[config.mk]
export PLATFORM = sky130hd
export DESIGN_NAME = rpn_stack_calculator
export DESIGN_NICKNAME = d
export VERILOG_FILES = /design/src/rtl/core/rpn_pkg.sv /design/src/rtl/core/rpn_divider.sv /design/src/rtl/core/rpn_datapath.sv /design/src/rtl/core/rpn_ctrl.sv /design/src/rtl/core/rpn_stack_calculator.sv
export SDC_FILE = /design/constraint.sdc
export NUM_CORES = 2
export LEC_CHECK = 0
export ABC_AREA = 1
export BUFFER_PORTS_ARGS = -buffer_cell sky130_fd_sc_hd__buf_2
export CORE_UTILIZATION = 43
export CTS_BUF_LIST = sky130_fd_sc_hd__clkbuf_4 sky130_fd_sc_hd__clkbuf_8
export DETAILED_ROUTE_END_ITERATION = 8
export GPL_TIMING_DRIVEN = 1
export SLEW_MARGIN = 20
export SYNTH_ARGS = -nofsm -noshare
export SYNTH_HDL_FRONTEND = slang
export SYNTH_SLANG_ARGS = --single-unit
[constraint.sdc]
create_clock -name clk -period 8.1 [get_ports clk]
set_input_delay 0.81 -clock clk [delete_from_list [all_inputs] [get_ports clk]]
set_output_delay 0.81 -clock clk [all_outputs]
set_load 0.01 [all_outputs]
[src/rtl/core/rpn_pkg.sv]
// RPN calculator package: operation and status codes, shared widths and the
// controller-to-datapath command struct. No dependencies.
`default_nettype none
package rpn_pkg;
  localparam int unsigned DefStackDepth = 64;
  localparam int unsigned FuncW = 5;
  localparam int unsigned StatW = 3;
  localparam int unsigned DataW = 32;
  localparam int unsigned DepthW = 7;

  localparam logic [FuncW-1:0] F_PUSH = 5'd0, F_TRUE = 5'd1, F_FALSE = 5'd2,
    F_NOT = 5'd3, F_PRINT = 5'd4, F_CLEAR = 5'd5, F_DROP = 5'd6, F_DUP = 5'd7,
    F_SWAP = 5'd8, F_ADD = 5'd9, F_SUB = 5'd10, F_MUL = 5'd11, F_DIV = 5'd12,
    F_MOD = 5'd13, F_LT = 5'd14, F_GT = 5'd15, F_LE = 5'd16, F_GE = 5'd17,
    F_EQ = 5'd18;

  localparam logic [StatW-1:0] ST_OK = 3'd0, ST_EMPTY = 3'd1, ST_NOT_INT = 3'd2,
    ST_NOT_BOOL = 3'd3, ST_OVERFLOW = 3'd4, ST_DIV_ZERO = 3'd5;

  // datapath commands
  localparam logic [2:0] DP_NONE = 3'd0, DP_RD_TOP = 3'd1, DP_RD_SEC = 3'd2,
    DP_WRITE = 3'd3, DP_ALU = 3'd4, DP_DIV = 3'd5;

  // write data selectors
  localparam logic [2:0] WS_PUSH = 3'd0, WS_CONST = 3'd1, WS_NOTB = 3'd2,
    WS_ALU = 3'd3, WS_A = 3'd4, WS_B = 3'd5;

  typedef struct packed {
    logic [2:0] op;
    logic [2:0] wsel;
    logic       wsecond;  // write at sp-2 instead of sp (relative to cmd sp)
    logic       wtag;
    logic       capture;  // latch the input beat
  } dp_cmd_t;

  typedef struct packed {
    logic       div_done;
    logic       b_zero;
    logic       ta;
    logic       tb;
  } dp_stat_t;
endpackage
`default_nettype wire

[src/rtl/core/rpn_divider.sv]
// Radix-2 signed divider, one quotient bit per cycle, truncating.
// Depends on rpn_pkg.
`default_nettype none
module rpn_divider import rpn_pkg::*; (
  input  wire logic             clk,
  input  wire logic             rst_n,
  input  wire logic             start,
  input  wire logic [DataW-1:0] a,
  input  wire logic [DataW-1:0] b,
  output logic                  done,
  output logic [DataW-1:0]      quot,
  output logic [DataW-1:0]      rem
);
  localparam int unsigned CntW = $clog2(DataW + 1);
  logic [DataW-1:0] q_r, d_r;
  logic [DataW:0]   r_r;
  logic [CntW-1:0]  cnt_r;
  logic             busy_r, done_r, qneg_r, rneg_r;
  logic [DataW:0]   trial;
  logic [DataW:0]   shifted;

  assign shifted = {r_r[DataW-1:0], q_r[DataW-1]};
  assign trial = shifted - {1'b0, d_r};

  always_ff @(posedge clk) begin
    if (!rst_n) begin
      busy_r <= 1'b0;
      done_r <= 1'b0;
      cnt_r  <= '0;
    end else begin
      done_r <= 1'b0;
      if (start) begin
        busy_r <= 1'b1;
        cnt_r  <= CntW'(DataW);
        q_r    <= a[DataW-1] ? (~a + 1'b1) : a;
        d_r    <= b[DataW-1] ? (~b + 1'b1) : b;
        r_r    <= '0;
        qneg_r <= a[DataW-1] ^ b[DataW-1];
        rneg_r <= a[DataW-1];
      end else if (busy_r) begin
        if (trial[DataW]) begin
          r_r <= shifted;
          q_r <= {q_r[DataW-2:0], 1'b0};
        end else begin
          r_r <= trial;
          q_r <= {q_r[DataW-2:0], 1'b1};
        end
        cnt_r <= cnt_r - 1'b1;
        if (cnt_r == CntW'(1)) begin
          busy_r <= 1'b0;
          done_r <= 1'b1;
        end
      end
    end
  end

  assign done = done_r;
  assign quot = qneg_r ? (~q_r + 1'b1) : q_r;
  assign rem  = rneg_r ? (~r_r[DataW-1:0] + 1'b1) : r_r[DataW-1:0];
endmodule
`default_nettype wire

[src/rtl/core/rpn_datapath.sv]
// RPN datapath: stack memory, operand registers, ALU and divider.
// Depends on rpn_pkg and rpn_divider.
`default_nettype none
module rpn_datapath import rpn_pkg::*; #(
  parameter int unsigned StackDepth = DefStackDepth
) (
  input  wire logic                    clk,
  input  wire logic                    rst_n,
  input  wire dp_cmd_t                 cmd,
  input  wire logic [FuncW-1:0]        in_func,
  input  wire logic [DataW-1:0]        in_value,
  input  wire logic [$clog2(StackDepth+1)-1:0] sp,
  output dp_stat_t                     stat,
  output logic [DataW-1:0]             top_value,
  output logic                         top_tag
);
  localparam int unsigned AW = $clog2(StackDepth);
  localparam int unsigned SpW = $clog2(StackDepth + 1);

  logic [DataW:0]   mem [StackDepth];
  logic [DataW:0]   rd_r;
  logic [DataW-1:0] a_r, b_r, alu_r, pv_r;
  logic             ta_r, tb_r;
  logic [FuncW-1:0] func_r;
  logic [SpW-1:0]   raddr, waddr;
  logic [DataW-1:0] wdata;
  logic             div_done;
  logic [DataW-1:0] quot, rem, alu_nxt;
  logic             lt;

  // read address: top = sp-1, second = sp-2
  assign raddr = (cmd.op == DP_RD_SEC) ? sp - SpW'(2) : sp - SpW'(1);
  assign waddr = cmd.wsecond ? sp - SpW'(2) : sp;
  assign lt = $signed(a_r) < $signed(b_r);

  always_comb begin
    case (func_r)
      F_ADD:   alu_nxt = a_r + b_r;
      F_SUB:   alu_nxt = a_r - b_r;
      F_MUL:   alu_nxt = a_r * b_r;
      F_LT:    alu_nxt = DataW'(lt);
      F_GT:    alu_nxt = DataW'(!lt && a_r != b_r);
      F_LE:    alu_nxt = DataW'(lt || a_r == b_r);
      F_GE:    alu_nxt = DataW'(!lt);
      F_EQ:    alu_nxt = DataW'(a_r == b_r && ta_r == tb_r);
      default: alu_nxt = '0;
    endcase
  end

  always_comb begin
    case (cmd.wsel)
      WS_PUSH:  wdata = pv_r;
      WS_CONST: wdata = DataW'(func_r == F_TRUE);
      WS_NOTB:  wdata = DataW'(b_r == '0);
      WS_ALU:   wdata = alu_r;
      WS_A:     wdata = a_r;
      WS_B:     wdata = b_r;
      default:  wdata = '0;
    endcase
  end

  always_ff @(posedge clk) begin
    if (cmd.op == DP_WRITE) mem[waddr[AW-1:0]] <= {cmd.wtag, wdata};
    rd_r <= mem[raddr[AW-1:0]];
  end

  // rd_r holds data of the read issued last cycle; controller latches via op
  logic [2:0] prev_op_r;
  always_ff @(posedge clk) begin
    if (!rst_n) prev_op_r <= DP_NONE;
    else        prev_op_r <= cmd.op;
  end

  always_ff @(posedge clk) begin
    if (cmd.capture) begin
      func_r <= in_func;
      pv_r   <= in_value;
    end
    if (prev_op_r == DP_RD_TOP) begin
      b_r  <= rd_r[DataW-1:0];
      tb_r <= rd_r[DataW];
    end
    if (prev_op_r == DP_RD_SEC) begin
      a_r  <= rd_r[DataW-1:0];
      ta_r <= rd_r[DataW];
    end
    if (cmd.op == DP_ALU) alu_r <= alu_nxt;
    if (div_done) alu_r <= (func_r == F_DIV) ? quot : rem;
  end

  rpn_divider u_div (
    .clk(clk), .rst_n(rst_n), .start(cmd.op == DP_DIV),
    .a(a_r), .b(b_r), .done(div_done), .quot(quot), .rem(rem)
  );

  assign stat.div_done = div_done;
  assign stat.b_zero   = (b_r == '0);
  assign stat.ta       = ta_r;
  assign stat.tb       = tb_r;
  assign top_value     = b_r;
  assign top_tag       = tb_r;
endmodule
`default_nettype wire

[src/rtl/core/rpn_ctrl.sv]
// RPN controller: sequences stack reads, ALU/divider use and writes, keeps
// the stack pointer and forms the result beat. Depends on rpn_pkg.
`default_nettype none
module rpn_ctrl import rpn_pkg::*; #(
  parameter int unsigned StackDepth = DefStackDepth
) (
  input  wire logic             clk,
  input  wire logic             rst_n,
  input  wire logic             in_tvalid,
  output logic                  in_tready,
  input  wire logic [FuncW-1:0] in_func,
  output logic                  out_tvalid,
  input  wire logic             out_tready,
  output logic [StatW-1:0]      out_status,
  output logic                  out_pvalid,
  output logic                  out_pbool,
  output logic [DataW-1:0]      out_pvalue,
  output logic [DepthW-1:0]     out_depth,
  output dp_cmd_t               cmd,
  output logic [$clog2(StackDepth+1)-1:0] sp,
  input  wire dp_stat_t         stat,
  input  wire logic [DataW-1:0] top_value,
  input  wire logic             top_tag
);
  localparam int unsigned SpW = $clog2(StackDepth + 1);
  localparam logic [3:0] S_IDLE = 4'd0, S_DEC = 4'd1, S_RT = 4'd2, S_RTW = 4'd3,
    S_CHK1 = 4'd4, S_RSW = 4'd5, S_CHK2 = 4'd6, S_EXEC = 4'd7, S_DIVW = 4'd8,
    S_WR = 4'd9, S_SWP = 4'd10, S_OUT = 4'd11;

  logic [3:0]       st_r, st_nxt;
  logic [SpW-1:0]   sp_r, sp_nxt;
  logic [FuncW-1:0] f_r;
  logic [StatW-1:0] status_r, status_nxt;
  logic             pv_r, pv_nxt, ovld_r, ovld_nxt;
  logic             is_bin, is_cmp, full, out_free;

  assign full     = (sp_r == SpW'(StackDepth));
  assign is_bin   = (f_r >= F_ADD) && (f_r <= F_EQ);
  assign is_cmp   = (f_r >= F_LT) && (f_r <= F_EQ);
  assign out_free = !ovld_r || out_tready;

  always_comb begin
    st_nxt = st_r;
    sp_nxt = sp_r;
    status_nxt = status_r;
    pv_nxt = pv_r;
    ovld_nxt = ovld_r && !out_tready;
    cmd = '0;
    cmd.op = DP_NONE;
    case (st_r)
      S_IDLE: begin
        cmd.capture = in_tvalid && in_tready;
        if (in_tvalid && in_tready) begin
          status_nxt = ST_OK;
          pv_nxt = 1'b0;
          st_nxt = S_DEC;
        end
      end
      S_DEC: begin
        if (f_r == F_PUSH || f_r == F_TRUE || f_r == F_FALSE) begin
          if (full) begin
            status_nxt = ST_OVERFLOW;
            st_nxt = S_OUT;
          end else begin
            cmd.op = DP_WRITE;
            cmd.wsel = (f_r == F_PUSH) ? WS_PUSH : WS_CONST;
            cmd.wtag = (f_r != F_PUSH);
            sp_nxt = sp_r + 1'b1;
            st_nxt = S_OUT;
          end
        end else if (f_r == F_CLEAR) begin
          sp_nxt = '0;
          st_nxt = S_OUT;
        end else if (f_r > F_EQ) begin
          st_nxt = S_OUT;
        end else if (sp_r == '0) begin
          if (f_r != F_PRINT) status_nxt = ST_EMPTY;
          st_nxt = S_OUT;
        end else if (f_r == F_DROP) begin
          sp_nxt = sp_r - 1'b1;
          st_nxt = S_OUT;
        end else if (f_r == F_DUP && full) begin
          status_nxt = ST_OVERFLOW;
          st_nxt = S_OUT;
        end else begin
          cmd.op = DP_RD_TOP;
          st_nxt = S_RT;
        end
      end
      S_RT: st_nxt = S_RTW;       // read data registers in memory
      S_RTW: st_nxt = S_CHK1;     // operand b latched
      S_CHK1: begin
        if (f_r == F_PRINT) begin
          pv_nxt = 1'b1;
          st_nxt = S_OUT;
        end else if (f_r == F_NOT) begin
          if (!top_tag) begin
            status_nxt = ST_NOT_BOOL;
            st_nxt = S_OUT;
          end else begin
            sp_nxt = sp_r - 1'b1;  // point at top, restore below
            st_nxt = S_WR;
          end
        end else if (f_r == F_DUP) begin
          cmd.op = DP_WRITE;
          cmd.wsel = WS_B;
          cmd.wtag = top_tag;
          sp_nxt = sp_r + 1'b1;
          st_nxt = S_OUT;
        end else if (is_bin && f_r != F_EQ && top_tag) begin
          status_nxt = ST_NOT_INT;
          st_nxt = S_OUT;
        end else if (sp_r == SpW'(1)) begin
          sp_nxt = '0;
          status_nxt = ST_EMPTY;
          st_nxt = S_OUT;
        end else begin
          cmd.op = DP_RD_SEC;
          st_nxt = S_RSW;
        end
      end
      S_RSW: st_nxt = S_CHK2;
      S_CHK2: st_nxt = S_EXEC;    // operand a latched
      S_EXEC: begin
        if (f_r == F_SWAP) begin
          cmd.op = DP_WRITE;
          cmd.wsel = WS_B;
          cmd.wtag = stat.tb;
          cmd.wsecond = 1'b1;
          sp_nxt = sp_r - 1'b1;
          st_nxt = S_SWP;
        end else if (f_r != F_EQ && stat.ta) begin
          sp_nxt = sp_r - 1'b1;
          status_nxt = ST_NOT_INT;
          st_nxt = S_OUT;
        end else if ((f_r == F_DIV || f_r == F_MOD) && stat.b_zero) begin
          sp_nxt = sp_r - SpW'(2);
          status_nxt = ST_DIV_ZERO;
          st_nxt = S_OUT;
        end else if (f_r == F_DIV || f_r == F_MOD) begin
          cmd.op = DP_DIV;
          st_nxt = S_DIVW;
        end else begin
          cmd.op = DP_ALU;
          st_nxt = S_WR;
        end
      end
      S_DIVW: if (stat.div_done) st_nxt = S_WR;
      S_SWP: begin
        cmd.op = DP_WRITE;
        cmd.wsel = WS_A;
        cmd.wtag = stat.ta;
        sp_nxt = sp_r + 1'b1;
        st_nxt = S_OUT;
      end
      S_WR: begin
        if (f_r == F_NOT) begin
          cmd.op = DP_WRITE;
          cmd.wsel = WS_NOTB;
          cmd.wtag = 1'b1;
          sp_nxt = sp_r + 1'b1;
        end else begin
          cmd.op = DP_WRITE;
          cmd.wsel = WS_ALU;
          cmd.wtag = is_cmp;
          cmd.wsecond = 1'b1;
          sp_nxt = sp_r - 1'b1;
        end
        st_nxt = S_OUT;
      end
      S_OUT: begin
        if (out_free) begin
          ovld_nxt = 1'b1;
          st_nxt = S_IDLE;
        end
      end
      default: st_nxt = S_IDLE;
    endcase
  end

  always_ff @(posedge clk) begin
    if (!rst_n) begin
      st_r   <= S_IDLE;
      sp_r   <= '0;
      ovld_r <= 1'b0;
    end else begin
      st_r   <= st_nxt;
      sp_r   <= sp_nxt;
      ovld_r <= ovld_nxt;
    end
  end

  always_ff @(posedge clk) begin
    if (st_r == S_IDLE && in_tvalid && in_tready) f_r <= in_func;
    status_r <= status_nxt;
    pv_r <= pv_nxt;
    if (st_r == S_OUT && out_free) begin
      out_status <= status_r;
      out_pvalid <= pv_r;
      out_pbool  <= pv_r & top_tag;
      out_pvalue <= pv_r ? top_value : '0;
      out_depth  <= DepthW'(sp_r);
    end
  end

  assign in_tready  = (st_r == S_IDLE);
  assign out_tvalid = ovld_r;
  assign sp = sp_r;

  // a stalled result beat holds its value
  a_out_hold: assert property (@(posedge clk) disable iff (!rst_n)
    ovld_r && !out_tready |=> ovld_r && $stable(out_status) && $stable(out_depth)
      && $stable(out_pvalue)) else $error("result changed while stalled");
  a_sp_bound: assert property (@(posedge clk) disable iff (!rst_n)
    sp_r <= SpW'(StackDepth)) else $error("stack pointer out of range");
  a_busy: assert property (@(posedge clk) disable iff (!rst_n)
    st_r != S_IDLE |-> !in_tready) else $error("accept while busy");
endmodule
`default_nettype wire

[src/rtl/core/rpn_stack_calculator.sv]
// RPN stack calculator top level: controller plus datapath.
// Depends on rpn_pkg, rpn_ctrl, rpn_datapath.
//   channel | dir | tdata                     | tuser
//   in_     | in  | func[4:0], push_value[36:5] (40b) | -
//   out_    | out | status[2:0], print_valid[3], print_is_bool[4],
//           |     | print_value[36:5], stack_depth[43:37] (48b) | -
// Push, clear, drop and empty-stack cases are decided in decode; print/not/dup
// read the top first; binary ops read both operands; div/mod wait on the one-bit-per-
// cycle divider. One item at a time. Synchronous active-low reset empties
// the stack at once; the stack memory is not cleared. A stalled result beat
// holds in the output register; the next item runs and waits at its last step.
`default_nettype none
module rpn_stack_calculator import rpn_pkg::*; #(
  parameter int unsigned StackDepth = DefStackDepth
) (
  input  wire logic        clk,
  input  wire logic        rst_n,
  input  wire logic        in_tvalid,
  output logic             in_tready,
  input  wire logic [39:0] in_tdata,   // func, push_value
  output logic             out_tvalid,
  input  wire logic        out_tready,
  output logic [47:0]      out_tdata   // status, print_valid, print_is_bool,
                                       // print_value, stack_depth
);
  dp_cmd_t  cmd;
  dp_stat_t stat;
  logic [$clog2(StackDepth+1)-1:0] sp;
  logic [DataW-1:0] top_value, pvalue;
  logic top_tag, pvalid, pbool;
  logic [StatW-1:0] status;
  logic [DepthW-1:0] depth;

  rpn_ctrl #(.StackDepth(StackDepth)) u_ctrl (
    .clk, .rst_n, .in_tvalid, .in_tready, .in_func(in_tdata[4:0]),
    .out_tvalid, .out_tready, .out_status(status), .out_pvalid(pvalid),
    .out_pbool(pbool), .out_pvalue(pvalue), .out_depth(depth),
    .cmd, .sp, .stat, .top_value, .top_tag
  );

  rpn_datapath #(.StackDepth(StackDepth)) u_dp (
    .clk, .rst_n, .cmd, .in_func(in_tdata[4:0]), .in_value(in_tdata[36:5]),
    .sp, .stat, .top_value, .top_tag
  );

  assign out_tdata = {4'b0, depth, pvalue, pbool, pvalid, status};
endmodule
`default_nettype wire

# [Yosys cells after proc, flatten, opt, wreduce, memory -nomap -nowiden]
# Memories as Yosys holds them, arrays and structs flattened. A register that Yosys moved wholly into a read port is not among the register bits.
# Cells that the tools add are included.
[word_totals] reg_bits=309 ramBits=2112 output_inout_bits=50 word_cells=287 n_memories=1
[classes] addsub=11 mul=1 n_lt_le_gt_ge=5 n_eq_ne=74 mux=117 bitwise=8 reduce_logical=41
[mem_list] name="u_dp.mem" words=64 word_bits=33 rd=1 rd_clocked_by_memory_dff=1 wr=1 line="rpn_datapath.sv:20" source="logic [DataW:0] mem [StackDepth];"
[op_table] op="2-to-1 mux 32 bit" n=10
[op_table] op="case mux 32 bit (8 select lines)" n=1
[op_table] op="case mux 32 bit (6 select lines)" n=1
[op_table] op="adder 32 x 1 -> 32 bit, second input constant" n=4
[op_table] op="inverter 32 bit" n=4
[op_table] op="2-to-1 mux 7 bit" n=16
[op_table] op="2-to-1 mux 3 bit" n=30
[op_table] op="2-to-1 mux 4 bit" n=16
[op_table] op="== test 5 x 4 -> 1 bit, second input constant" n=9
[op_table] op="case mux 4 bit (11 select lines)" n=1
[op_table] op="2-to-1 mux 6 bit" n=6
[op_table] op="case mux 7 bit (5 select lines)" n=1
[op_table] op="subtractor 33 x 32 -> 33 bit" n=1
[op_table] op="adder 32 bit" n=1
[op_table] op="== test 32 bit" n=1
[op_table] op="zero test 32 bit" n=1
[op_table] op="< comparator 32 bit" n=1
[op_table] op="multiplier 32 x 32 -> 32 bit" n=1
[op_table] op="inequality test 32 bit" n=1
[op_table] op="subtractor 32 bit" n=1
[op_table] op="2-to-1 mux 31 bit" n=1
[op_table] op="case mux 6 bit (5 select lines)" n=1
[op_table] op="2-to-1 mux 1 bit" n=24
[op_table] op="== test 5 x 3 -> 1 bit, second input constant" n=4
[op_table] op="55 further kinds" n=120

# [Depth between registers and ports, before layout]
[depth] word_depth=12 ltp_mapped=36 ltp_nobuf=34

# [Modules after synthesis]
# A second synthesis with hierarchy kept.
[hier_totals] hier_cells=11897 area_unflattened_um2=124872.3
[by_module_without_submodules] module="rpn_datapath" instances=1 cells_each=9763 area_per_inst_um2=110567.3 seq_area_each_um2=68195.4
[by_module_without_submodules] module="rpn_divider" instances=1 cells_each=1641 area_per_inst_um2=10441.3 seq_area_each_um2=3103.0
[by_module_without_submodules] module="rpn_ctrl" instances=1 cells_each=486 area_per_inst_um2=3814.9 seq_area_each_um2=1831.8
[by_module_without_submodules] module="rpn_stack_calculator" instances=1 cells_each=7 area_per_inst_um2=48.8 seq_area_each_um2=0.0

# [Worst setup path before layout]
# OpenSTA, ideal clock, no wires.
[synth_timing] path_type="register to register" from="reg u_dp.b_r[3], in the netlist u_dp.top_value[3]" to="reg u_dp.alu_r[27] (data pin)" setup_time_ps=253 t_arrival_ps=6570 required_time_ps=7847 slack_ps=1277 stages_incl_launch_ff=28 path_buffers=2 period_less_slack_ps=6823 cell_sequence="edfxtp_1 > clkbuf_1 > clkbuf_1 > nand2_1 > inv_1 > fa_1 > inv_1 > fa_1 > fa_1 > fa_1 > inv_1 > fa_1 > inv_1 > fa_1 > inv_1 > fa_1 > fa_1 > ha_1 > a21oi_1 > o21ai_0 > a21oi_1 > nand3_1 > a21o_1 > or2_2 > nand3_1 > nand3_1 > nand2_1 > nand2_1"
[synth_via] elab_chain_cells=4 elab_cells_between_ends=6 classes_between="add/sub: 2; mul: 1; mux: 3"
[synth_lines] element="start: declaration" line="rpn_datapath.sv:22" source="logic [DataW-1:0] a_r, b_r, alu_r, pv_r;"
[synth_lines] element="start signal: assignment" line="rpn_datapath.sv:80" source="b_r <= rd_r[DataW-1:0];"
[synth_lines] element="multiplier 32 x 32 -> 32 bit (tied with other cells)" line="rpn_datapath.sv:40" source="F_MUL: alu_nxt = a_r * b_r;"
[synth_lines] element="case mux 32 bit (8 select lines) *" line="rpn_datapath.sv:37" source="case (func_r)"
[synth_lines] element="2-to-1 mux 32 bit *" line="rpn_datapath.sv:87" source="if (cmd.op == DP_ALU) alu_r <= alu_nxt;"
[synth_lines] element="2-to-1 mux 32 bit *" line="rpn_datapath.sv:88" source="if (div_done) alu_r <= (func_r == F_DIV) ? quot : rem;"
[synth_lines] element="end signal: assignment" line="rpn_datapath.sv:87"
[synth_lines] element="end signal: assignment" line="rpn_datapath.sv:88"
[synth_lines] element="end: declaration" line="rpn_datapath.sv:22"
# Every way passes the cells marked *; elsewhere a longest branch is shown, timed or not. The select of a mux whose other input is x is not followed.
# A chain may end at the register's enable or synchronous reset.

# [Worst setup path in the final report]
[layout_timing] from="reg u_dp.a_r[12]" to="reg u_dp.alu_r[25] (data pin)"
[layout_via] elab_chain_cells=4 elab_cells_between_ends=6 classes_between="add/sub: 2; mul: 1; mux: 3"
[layout_lines] element="start: declaration" line="rpn_datapath.sv:22"
[layout_lines] element="start signal: assignment" line="rpn_datapath.sv:84" source="a_r <= rd_r[DataW-1:0];"
[layout_lines] element="multiplier 32 x 32 -> 32 bit (tied with other cells)" line="rpn_datapath.sv:40"
[layout_lines] element="case mux 32 bit (8 select lines) *" line="rpn_datapath.sv:37"
[layout_lines] element="2-to-1 mux 32 bit *" line="rpn_datapath.sv:87"
[layout_lines] element="2-to-1 mux 32 bit *" line="rpn_datapath.sv:88"
# Marks and branches as above.

==> metrics list <==
- Most Used Layer, Global Route: met2
- Setup repair after global routing missed its margin: false
- The post-route netlist has 8.58% of its cells at a drive strength greater than 1.
* Most used cell, CP: fa_1
- The area growth from synthesis to layout is 10.6%.
- Derived from the worst setup path, the maximum achievable clock frequency is around 0.13 GHz.
- After synthesis, the share of flip-flops with an asynchronous set or reset is 0%.
* Register Area: 0.0730 mm²
* Antenna violations before repair: 12
- CP Launch Type: flip-flop
- Met2 Use GR: 42.0%
* CTS tree: done
- Along the worst path, the maximum fanout reaches 12.
* Clock Root Buffer: clkbuf_8
- Actual slew at the worst max-slew pin: 1130 ps
- Area of the core: between 0.3 and 0.4 mm²
* Gates resized, CTS repair: 0
- The die is 557 µm tall.
- Total number of vias: 97400
- For this configuration, the core starts out at a cell density of 43.3%.
- Number of DRC violations after detailed routing: 0
- Total grt overflow: 0
- Fillers: between 20000 and 30000
* Gate Count Post-Synth: approximately 14000
- The netlist uses 66 different library cells.
- Number of synthesized register bits: ~2400
* Via count normalized by instance count: approximately 5.4
* Met1 track utilization from global routing: between 30% and 40%
* Highest-count cells in the layout ignoring fill and taps: 2547 x nand2_1, 2477 x nand3_1, 2393 x edfxtp_1, 2367 x inv_1, 786 x nand3b_1
* Slowest CP cell: edfxtp_1
* Max incr delay on CP: 830 ps
* Mean cell area of the mapped netlist: 9.76 µm²
- Result of the run: finished clean
* Share of synthesized area occupied by flip-flops and latches: 55.1%
- RePlAce Congestion: between 0.9 and 1
- Final Skew: 61.5 ps
* GR Util met3: 4.05%
* Die footprint: 0.310 mm²
- Worst Path Arrival: about 8400 ps
* Starting DRT DRC Count: 10100
* Total Routed Length: roughly 400000 µm
- In the final routed layout, each cell accounts on average for 22.8 µm.
* Antenna violation net count after detailed routing: 0
- Pin count of the biggest net entering global routing: 154
- The final critical path takes up 94.4% of the cycle.
- Across all hold checks on the routed design, the worst slack comes to 129 ps.
- Max clock buf depth: 4
- Clock-pin slew was measured on the worst setup and hold paths at around 60 ps.
- The tool flagged a number of max-cap violations equal to 0.
- The number of pins exceeding their max-slew limit in the final report was 0.
- Via count of the first global-routing pass: ~93000
- The clock net in this run drives a total of 2449 sinks.
- Most common library cell in the layout ignoring fill and taps: nand2_1
* Type of element capturing the critical path: flip-flop
- Family of cells with the greatest summed delay on the critical path: adder cells
* Summed negative setup slack over all endpoints: 0 ps
- The clock period could shrink to 7650 ps.
* Half-perimeter wire length of the detailed placement result: 252000 µm
* Die X-Extent: 557 µm
- In the final design database the tool counted between 10000 and 15000 nets.
* Post-synthesis instance area: 0.133 mm²
- The most used flip-flop cell after synthesis is edfxtp_1.
* Clock latency of the later-clocked register in the worst-skew pair: between 1000 and 1500 ps
- The count of buffers added on input and output ports is 86.
- The first global-routing pass estimated about 610000 µm of wire.
- Hold Path Class: in -> reg
- For the worst setup path, the data required time is 8890 ps.
- In this run, synthesis inferred 2393 flip-flops with an integrated enable.
- Crit path cell chain: ha_1, fa_1, inv_1, fa_1, fa_1, fa_1, fa_1, inv_1, fa_1, fa_1, fa_1, ha_1, a21oi_1, o21ai_0, a21oi_1, nand3_1, o21ai_0, nand3_1, nand2_1, nand2_1
* Number of hold violations in the final report: 0
- Row count: 203
- between 90 and 100 I/O pins were placed.
* TritonCTS Buffers: 408
- Headroom to the max-slew limit came out at 24.5%.
* Multi-input gate area: 0.0478 mm²
- The Yosys step of the flow raised 0 warnings.
- CTS built an H-tree with a depth of 5.
- In the global route stage, overall resource usage came out at 26.2%.
- Setup CP Type: reg -> reg
- Number of iterations in the first detailed-routing pass: 7
- Sum of buffers and inverters on the critical path: 2
- Setup violations, final: 0
[cell usage after synthesis, types with 7 or more instances]
master | n | area [µm²]
ha_1 | 231 | 2890
clkbuf_1 | 362 | 1360
or2_2 | 18 | 113
fa_1 | 411 | 8230
nor4_1 | 24 | 150
nand3b_1 | 786 | 5900
a221oi_1 | 8 | 70.1
dfxtp_1 | 56 | 1120
nor3_1 | 66 | 330
o211ai_1 | 51 | 383
nor2_1 | 419 | 1570
inv_2 | 13 | 48.8
buf_2 | 309 | 1550
nand3_1 | 2478 | 12400
a31oi_1 | 15 | 93.8
nand2_1 | 2550 | 9570
a22oi_1 | 32 | 240
nor2_2 | 13 | 81.3
inv_1 | 2369 | 8890
xnor2_1 | 16 | 140
buf_1 | 110 | 413
edfxtp_1 | 2393 | 71900
buf_4 | 17 | 128
nand4_1 | 53 | 332
o22ai_1 | 8 | 50.1
o21ai_0 | 284 | 1420
o21bai_1 | 25 | 188
a21oi_1 | 242 | 1210
o31ai_1 | 7 | 52.6
xor2_1 | 95 | 832
a21o_1 | 20 | 150
a21boi_0 | 9 | 67.6
o21ai_1 | 13 | 65.1
o21a_1 | 11 | 82.6
a211oi_1 | 8 | 60.1
[logic make-up after synthesis]
group / synth area share [%]
other: 0.00283
DFF: 55.1
buffers and inverters: 9.37
xor gates and xnor gates: 0.733
adders and majority gates: 8.39
and+or+nand+nor: 23.1
AOI/OAI and AO/OA: 3.31
[worst min-delay path, delay by kind of cell]
kind                   cells  cell delay (ps)
buffers and inverters      2              230
AOI/OAI and AO/OA          1               90
[metrics by stage]
step / setup WS (ps) / cells / cell area [µm²] / utilization (%)
after floorplan: 1280 / 13600 / 133000 / -
after global placement: 560 / 17300 / 138000 / 45.1
after detailed placement: 509 / 17300 / 138000 / 45.1
after CTS: 465 / 18100 / 146000 / 47.8
after global routing: 170 / 18100 / 147000 / 47.8
final: 452 / 18100 / 147000 / 47.8
[state kept, by name (all words and copies together) (netlist names), 4 cells and up]
register	flops
u_dp.mem	2112
u_dp.rd_r	33
u_ctrl.out_pvalue	32
u_dp.a_r	32
u_dp.alu_r	32
u_dp.pv_r	32
u_dp.top_value	32
u_dp.u_div.d_r	32
u_dp.u_div.q_r	32
u_dp.u_div.r_r	32
u_ctrl.out_depth	7
u_ctrl.sp	7
u_dp.u_div.cnt_r	6
u_dp.func_r	5
u_ctrl.st_r	4
[final timing paths]
kind / from / end / slack, ps / cells after the start
min: rst_n / u_ctrl.st_r[1]$_SDFFE_PN0P_ / 130 / 3
min reg2reg: u_dp.rd_r[25]$_DFF_P_ / u_dp.a_r[25]$_DFFE_PN_ / 420 / 0
max: u_dp.a_r[12]$_DFFE_PN_ / u_dp.alu_r[25]$_DFFE_PP_ / 450 / 20
max reg2reg: u_dp.a_r[12]$_DFFE_PN_ / u_dp.alu_r[25]$_DFFE_PP_ / 450 / 20
[cell type report]
class	count	share of cell area (%)
multi-input combinational	7949	32.6
clock buffer	576	4.77
timing repair buffer	444	2.53
antenna	11	0.0188
sequential	2449	49.8
clock inverter	158	0.656
tap	4100	3.50
inverter	2387	6.13
[repair_timing]
item	4_1_cts	5_1_grt
hold endpoints to repair	37	0
hold buffers	37	0
setup buffers	0	0
setup endpoints to repair	0	0
[metal layers]
layer	share of wire, %	up-vias
met5	0.0082	-
met4	4.6	4
li1	-	45200
met2	46	3896
met3	7.6	781
met1	42	47500
Power is not shown: default switching activity piles up to over one toggle a cycle in this logic, so the estimate is an artifact.
